--- config.mk ---
export PLATFORM = sky130hd
export DESIGN_NAME = gic_stick_lane
export DESIGN_NICKNAME = d
export VERILOG_FILES = /design/src/hdl/gic_pkg.sv /design/src/hdl/gic_stick_lane.sv
export SDC_FILE = /design/constraint.sdc
export NUM_CORES = 2
export LEC_CHECK = 0
export BUFFER_PORTS_ARGS = -buffer_cell sky130_fd_sc_hd__buf_2
export CORE_MARGIN = 2
export CORE_UTILIZATION = 32
export DETAILED_ROUTE_END_ITERATION = 6
export GPL_ROUTABILITY_DRIVEN = 0
export MAX_ROUTING_LAYER = met4
export PLACE_DENSITY = 0.51
export SYNTH_ARGS = -nofsm -noshare
export SYNTH_HDL_FRONTEND = slang
export SYNTH_SLANG_ARGS = --single-unit
--- constraint.sdc ---
create_clock -name clock -period 23.3 [get_ports clock]
set_clock_uncertainty 0.15 [all_clocks]
set_input_delay 2.33 -clock clock [delete_from_list [all_inputs] [get_ports clock]]
set_output_delay 2.33 -clock clock [all_outputs]
set_load 0.02 [all_outputs]
--- src/hdl/gic_pkg.sv ---
// ----------------------------------------------------------------------------
// gic_pkg: shared types and constants for the gamepad input conditioner
// Request/response word layouts, register indexes, CORDIC arctangent table.
// ----------------------------------------------------------------------------
package gic_pkg;

   localparam int ANGLE_ITERATIONS_DEF = 16;
   localparam int ATAN_ENTRIES         = 24;
   localparam int CSR_IDX_W            = 2;
   localparam int CSR_DATA_W           = 15;

   localparam logic [CSR_IDX_W-1:0] CSR_DEAD_ZONE  = 2'd0;
   localparam logic [CSR_IDX_W-1:0] CSR_LEFT_THR   = 2'd1;
   localparam logic [CSR_IDX_W-1:0] CSR_RIGHT_THR  = 2'd2;

   localparam logic [14:0] DEAD_ZONE_RESET = 15'd8192;
   localparam logic [7:0]  THR_RESET       = 8'd128;

   // half turn in 2^-16 degree units
   localparam logic signed [35:0] HALF_TURN = 36'sd11796480;

   typedef struct packed {
      logic [15:0]        buttons;
      logic [7:0]         left_trigger;
      logic [7:0]         right_trigger;
      logic signed [15:0] left_stick_x;
      logic signed [15:0] left_stick_y;
      logic signed [15:0] right_stick_x;
      logic signed [15:0] right_stick_y;
   } req_word_type;

   typedef struct packed {
      logic [15:0]        buttons_held;
      logic [15:0]        buttons_pressed_edge;
      logic [3:0]         trigger_flags;
      logic signed [15:0] left_out_x;
      logic signed [15:0] left_out_y;
      logic [15:0]        left_magnitude;
      logic signed [15:0] left_angle;
      logic signed [15:0] right_out_x;
      logic signed [15:0] right_out_y;
      logic [15:0]        right_magnitude;
      logic signed [15:0] right_angle;
   } rsp_word_type;

   typedef struct packed {
      logic signed [15:0] out_x;
      logic signed [15:0] out_y;
      logic [15:0]        magnitude;
      logic signed [15:0] angle;
   } stick_out_type;

   function automatic logic [21:0] atan_entry(input logic [4:0] i);
      logic [21:0] v;
      unique case (i)
         5'd0:  v = 22'd2949120;
         5'd1:  v = 22'd1740967;
         5'd2:  v = 22'd919879;
         5'd3:  v = 22'd466945;
         5'd4:  v = 22'd234379;
         5'd5:  v = 22'd117304;
         5'd6:  v = 22'd58666;
         5'd7:  v = 22'd29335;
         5'd8:  v = 22'd14668;
         5'd9:  v = 22'd7334;
         5'd10: v = 22'd3667;
         5'd11: v = 22'd1833;
         5'd12: v = 22'd917;
         5'd13: v = 22'd458;
         5'd14: v = 22'd229;
         5'd15: v = 22'd115;
         5'd16: v = 22'd57;
         5'd17: v = 22'd29;
         5'd18: v = 22'd14;
         5'd19: v = 22'd7;
         5'd20: v = 22'd4;
         5'd21: v = 22'd2;
         5'd22: v = 22'd1;
         default: v = 22'd0;
      endcase
      return v;
   endfunction

endpackage

--- src/hdl/gic_stick_lane.sv ---
// ----------------------------------------------------------------------------
// gic_stick_lane: one stick lane
// Dead zone test, bit-serial square root, restoring divide for the rescaled
// length and a CORDIC for the angle, one step per cycle each.
// ----------------------------------------------------------------------------
module gic_stick_lane #(
   parameter int ANGLE_ITERATIONS = gic_pkg::ANGLE_ITERATIONS_DEF
) (
   input  logic                  clock,
   input  logic                  reset,
   input  logic                  start,
   input  logic signed [15:0]    stick_x,
   input  logic signed [15:0]    stick_y,
   input  logic [14:0]           radius,
   output logic                  done,
   output gic_pkg::stick_out_type result
);

   localparam int NSTEP = (ANGLE_ITERATIONS < gic_pkg::ATAN_ENTRIES) ?
                          ANGLE_ITERATIONS : gic_pkg::ATAN_ENTRIES;

   // fixed schedule: sq, cmp, 17 root, load, 32 divide, NSTEP cordic, finish
   typedef enum logic [6:0] {
      S_IDLE  = 7'b0000001,
      S_SQ    = 7'b0000010,
      S_CMP   = 7'b0000100,
      S_ROOT  = 7'b0001000,
      S_LOAD  = 7'b0010000,
      S_DIV   = 7'b0100000,
      S_CORD  = 7'b1000000
   } state_type;

   state_type state_ff, state_in;
   logic [4:0] cnt_ff, cnt_in;
   logic signed [15:0] x_ff, x_in, y_ff, y_in;
   logic [14:0] r_ff, r_in;
   logic [31:0] sx_ff, sx_in, sy_ff, sy_in, rr_ff, rr_in;
   logic [32:0] s_ff, s_in;          // radicand remainder
   logic [32:0] root_ff, root_in;
   logic [32:0] bit_ff, bit_in;
   logic [31:0] quo_ff, quo_in;      // dividend shifts out, quotient in
   logic [15:0] rem_ff, rem_in;
   logic signed [25:0] cx_ff, cx_in, cy_ff, cy_in;
   logic signed [35:0] z_ff, z_in;
   logic inside_ff, inside_in;
   logic done_ff, done_in;
   gic_pkg::stick_out_type res_ff, res_in;

   logic [16:0] len;
   logic [15:0] dvs;
   logic [16:0] trial;
   logic        ge;
   logic signed [25:0] dx, dy, x256, y256;
   logic signed [35:0] atan_z;
   logic signed [31:0] xx, yy;
   logic [29:0] r_sq;
   logic [35:0] zmag;
   logic [42:0] hprod;
   logic [26:0] hval;
   logic [15:0] hcl;
   logic [31:0] ssum;
   logic [32:0] sb;

   assign len    = root_ff[16:0];
   assign dvs    = 16'd32767 - {1'b0, r_ff};
   assign trial  = {rem_ff, quo_ff[31]};
   assign ge     = trial >= {1'b0, dvs};
   assign dx     = cy_ff >>> cnt_ff;
   assign dy     = cx_ff >>> cnt_ff;
   assign x256   = {{2{x_ff[15]}}, x_ff, 8'd0};
   assign y256   = {{2{y_ff[15]}}, y_ff, 8'd0};
   assign atan_z = $signed(36'(gic_pkg::atan_entry(cnt_ff)));
   assign xx     = x_ff * x_ff;
   assign yy     = y_ff * y_ff;
   assign r_sq   = r_ff * r_ff;
   assign zmag   = z_ff[35] ? 36'(-z_ff) : 36'(z_ff);
   assign hprod  = 43'(zmag) * 43'd100 + 43'd32768;
   assign hval   = hprod[42:16];
   assign hcl    = (hval > 27'd18000) ? 16'd18000 : hval[15:0];
   assign ssum   = sx_ff + sy_ff;
   assign sb     = root_ff + bit_ff;

   always_comb begin
      state_in  = state_ff;
      cnt_in    = cnt_ff;
      x_in      = x_ff;
      y_in      = y_ff;
      r_in      = r_ff;
      sx_in     = sx_ff;
      sy_in     = sy_ff;
      rr_in     = rr_ff;
      s_in      = s_ff;
      root_in   = root_ff;
      bit_in    = bit_ff;
      quo_in    = quo_ff;
      rem_in    = rem_ff;
      cx_in     = cx_ff;
      cy_in     = cy_ff;
      z_in      = z_ff;
      inside_in = inside_ff;
      done_in   = 1'b0;
      res_in    = res_ff;
      unique case (state_ff)
         S_IDLE: begin
            if (start) begin
               x_in     = stick_x;
               y_in     = stick_y;
               r_in     = radius;
               state_in = S_SQ;
            end
         end
         S_SQ: begin
            sx_in    = xx;
            sy_in    = yy;
            rr_in    = {2'b0, r_sq};
            state_in = S_CMP;
         end
         S_CMP: begin
            inside_in = (ssum <= rr_ff);
            s_in      = {1'b0, ssum};
            root_in   = '0;
            bit_in    = 33'h1_0000_0000;
            cnt_in    = '0;
            state_in  = S_ROOT;
         end
         S_ROOT: begin
            if (s_ff >= sb) begin
               s_in    = s_ff - sb;
               root_in = (root_ff >> 1) + bit_ff;
            end else begin
               root_in = root_ff >> 1;
            end
            bit_in = bit_ff >> 2;
            cnt_in = cnt_ff + 5'd1;
            if (cnt_ff == 5'd16) begin
               state_in = S_LOAD;
               cnt_in   = '0;
            end
         end
         S_LOAD: begin
            // dividend (len - r) << 15; CORDIC start point set up alongside
            quo_in = {len - {2'b0, r_ff}, 15'd0};
            rem_in = '0;
            cnt_in = '0;
            if (x_ff[15]) begin
               z_in  = y_ff[15] ? -gic_pkg::HALF_TURN : gic_pkg::HALF_TURN;
               cx_in = -x256;
               cy_in = -y256;
            end else begin
               z_in  = '0;
               cx_in = x256;
               cy_in = y256;
            end
            state_in = S_DIV;
         end
         S_DIV: begin
            rem_in = ge ? 16'(trial - {1'b0, dvs}) : trial[15:0];
            quo_in = {quo_ff[30:0], ge};
            cnt_in = cnt_ff + 5'd1;
            if (cnt_ff == 5'd31) begin
               state_in = S_CORD;
               cnt_in   = '0;
            end
         end
         S_CORD: begin
            if (cnt_ff < 5'(NSTEP)) begin
               cnt_in = cnt_ff + 5'd1;
               if (cy_ff > 26'sd0) begin
                  cx_in = cx_ff + dx;
                  cy_in = cy_ff - dy;
                  z_in  = z_ff + atan_z;
               end else begin
                  cx_in = cx_ff - dx;
                  cy_in = cy_ff + dy;
                  z_in  = z_ff - atan_z;
               end
            end else begin
               state_in = S_IDLE;
               done_in  = 1'b1;
               if (inside_ff) begin
                  res_in = '0;
               end else begin
                  res_in.out_x     = x_ff;
                  res_in.out_y     = y_ff;
                  res_in.magnitude = (r_ff == 15'h7FFF || quo_ff > 32'd65535) ?
                                     16'hFFFF : quo_ff[15:0];
                  res_in.angle     = z_ff[35] ? -$signed(hcl) : $signed(hcl);
               end
            end
         end
         default: state_in = S_IDLE;
      endcase
   end

   always_ff @(posedge clock) begin
      if (reset) begin
         state_ff <= S_IDLE;
         cnt_ff   <= '0;
         done_ff  <= 1'b0;
      end else begin
         state_ff <= state_in;
         cnt_ff   <= cnt_in;
         done_ff  <= done_in;
      end
   end

   // datapath, no reset needed
   always_ff @(posedge clock) begin
      x_ff      <= x_in;
      y_ff      <= y_in;
      r_ff      <= r_in;
      sx_ff     <= sx_in;
      sy_ff     <= sy_in;
      rr_ff     <= rr_in;
      s_ff      <= s_in;
      root_ff   <= root_in;
      bit_ff    <= bit_in;
      quo_ff    <= quo_in;
      rem_ff    <= rem_in;
      cx_ff     <= cx_in;
      cy_ff     <= cy_in;
      z_ff      <= z_in;
      inside_ff <= inside_in;
      res_ff    <= res_in;
   end

   assign done   = done_ff;
   assign result = res_ff;

   property p_done_pulse;
      @(posedge clock) disable iff (reset) done |=> !done;
   endproperty
   a_done_pulse: assert property (p_done_pulse) else $error("done held");

   property p_inside_zero;
      @(posedge clock) disable iff (reset)
         (done && inside_ff) |-> (result.magnitude == 16'd0);
   endproperty
   a_inside_zero: assert property (p_inside_zero) else $error("dead zone leak");

   property p_angle_range;
      @(posedge clock) disable iff (reset)
         done |-> (result.angle <= 16'sd18000 && result.angle >= -16'sd18000);
   endproperty
   a_angle_range: assert property (p_angle_range) else $error("angle range");

endmodule

==> impl_metrics.yaml <==
outcome:
  status: "complete, no violations"
routing:
  wl_mm: 160
  ant_nets: 0
  drt-met1-wl_mm: 72.6
  route.met3.wl_mm: 6.40
  post_drt_wl_per_cell_um: 17.4
  top_layer_used: "met4"
  vias: 45862
  route.detailed.drc: 0
  wl_met2_mm: 78.0
  first_iter_violations: 2442
  viasPerCell: 5.00
  firstDrtPassIters: 6
yosys:
  yosys_warnings: 0
  postSynth.asyncResetShare: 0
  ys_seq_area_frac: 0.218
  yosysUniqueCellTypes: 95
  syn-num-nets: 7917
  postSynthCellCount: 6585
  avgSynthCellArea_um2: 9.32
  synth_flop_cell: "edfxtp_1"
  synthesis.area_um2: 61400
  synth_seq_cells: 457
  synth_edf_count: 422
finish:
  mostFrequentLayoutCells: "965 x inv_1, 652 x fa_1, 630 x ha_1"
  fin_nets: 7939
  final_common_cell: "inv_1"
  antenna_cells: 0
  drive_gt1_frac: 0.0644
  area_growth_syn_to_layout_pct: 9.16
  nFillCells: 19368
critical_path:
  slowest_stage: "or4_1"
  critPathRequiredTime_ns: 23.57
  cp_data_arrival_time_ns: 10.87
  r2r_cells: 36
  critPathTopFamily: "simple AND/OR/NAND/NOR gates"
  worstSetupPathType: "flip-flop to flip-flop"
  worstPathMaxFanout: 11
  crit_path_max_incr_delay_ns: 0.55
  crit_buf_inv: 3
  path_depth: 36
  worstSetupStartpointType: "flip-flop"
  cp-end-kind: "flip-flop"
cts:
  cts-root-buf: "clkbuf_16"
  clock_path_buffers: 3
  ctsHoldBuffers: 0
  clock_sinks: 457
  cts-resized-gates: 0
  clk_latency_ns: 0.70
  cts_setup_buffers: 0
  cts_tree: "built"
  cts_made_buffers: 60
  cts_max_level: 2
  path_clk_slew_ns: 0.06
floorplanning:
  die_width_um: 442
  coreArea_um2: 190000
  dieArea_um2: 195000
  io_pins: 115
  start_util: 0.322
  rows: 160
  die_height_um: 442
placed_design:
  post-place-ws_ns: 12.64
  hpwl_mm: 125
  portBuffers: 114
flow_run:
  drv_cap: 0
grt:
  grt_overflow_total: 0
  grt_pass1_wl_mm: 261
  grt_use_total: 0.170
  grt_max_degree: 101
  first_global_vias: 47674
  antenna_found_initial: 1
hold_path:
  hp-class: "flip-flop to flip-flop"
  min_path_cells: 2
timing:
  final_hold_viol_count: 0
  max-slew-margin-rel: 0.307
  fmax_mhz: 94.3
  final_max_slew_viol_count: 0
  setup-tns-final_ns: 0
  period_share: 0.455
  max_slew.worst_pin.slew_ns: 1.04
  layout_min_cycle_time_ns: 10.60
  rsz0062_at_grt: "false"
  fin_ws_ns: 12.70
  final-setup-viol-count: 0
layer usage:
| metal | track usage | vias up |
|---|---|---|
| met1 | 0.219 | 22635 |
| met4 | 0.0347 | 0 |
| li1 | - | 22278 |
| met3 | 0.0203 | 162 |
| met2 | 0.286 | 787 |
| met5 | - | - |
sequential cells by signal (all words and copies together), names as in the netlist:
| register | cells |
|---|---|
| result | 64 |
| rem_ff | 16 |
| sx_ff | 31 |
| done | 1 |
| x_ff | 16 |
| rr_ff | 29 |
| atan_z | 22 |
| cnt_ff | 5 |
| inside_ff | 1 |
| quo_ff | 32 |
| r_ff | 15 |
| cx_ff | 26 |
| cy_ff | 26 |
| z_ff | 36 |
| y_ff | 16 |
| s_ff | 33 |
| state_ff | 7 |
| sy_ff | 31 |
| root_ff | 33 |
| bit_ff | 17 |
per-stage QoR:
stage / hold WS (ns) / utilization / cells / area [um^2]
floorplan: 0.305 / - / 6585 / 61400
global placement: 0.385 / 0.340 / 9056 / 64800
detailed placement: 0.377 / 0.340 / 9056 / 64800
CTS: 0.387 / 0.352 / 9169 / 67000
global route: 0.430 / 0.352 / 9169 / 67000
finish: 0.385 / 0.352 / 9169 / 67000
path summary, 6_finish.rpt:
path	endpoint	startpoint	slack, ns
hold / removal	state_ff[1]	state_ff[0]	0.39
hold reg to reg	state_ff[1]	state_ff[0]	0.39
setup / recovery	result[12]	z_ff[6]	12.70
setup reg to reg	result[12]	z_ff[6]	12.70
synthesized netlist by cell type, drive strengths merged (35+ instances only):
library cell  count  share of area
nand3           102         0.0084
a21o             89          0.011
and2            136          0.014
o21a             50         0.0061
and3             51         0.0052
inv             973          0.060
xor2            152          0.022
mux4             54          0.020
xnor2           344          0.049
o21bai           46         0.0056
edfxtp          422           0.21
nor3            149          0.012
a21oi           304          0.025
fa              652           0.21
or3              43         0.0045
nand2           545          0.033
clkbuf          182          0.011
nand4            39         0.0041
nor2            535          0.033
a31oi            64         0.0065
o31ai            39         0.0049
nor2b            64         0.0065
mux2i            57         0.0093
dfxtp            35          0.011
o21ai           288          0.023
ha              630           0.13
nand2b           75         0.0076
logic make-up after synthesis:
logic type / Yosys count / synth area share
multiplexers: 138 / 0.0341
adder cells (fa/ha/maj): 1283 / 0.341
buffers and inverters: 1204 / 0.0737
XOR/XNOR: 497 / 0.0712
flip-flops: 457 / 0.218
AND/OR/NAND/NOR: 1882 / 0.146
AO/OA/AOI/OAI: 1124 / 0.116
final cells by class:
cell class | count | area (um^2) | share of cell area
multi-input combinational | 4924 | 43500 | 0.650
inverter | 991 | 3720 | 0.0556
clock inverter | 37 | 574 | 0.00857
sequential | 457 | 13400 | 0.200
clock buffer | 76 | 1620 | 0.0242
tap | 2511 | 3140 | 0.0469
timing repair buffer | 173 | 1010 | 0.0151
worst min-delay path, stage by stage, from the launching register on:
cell,delay (ns)
dfxtp_1,0.33
nand3_1,0.11
nor2_1,0.05
Power is not shown: default switching activity piles up to over one toggle a cycle in this logic, so the estimate is an artifact.
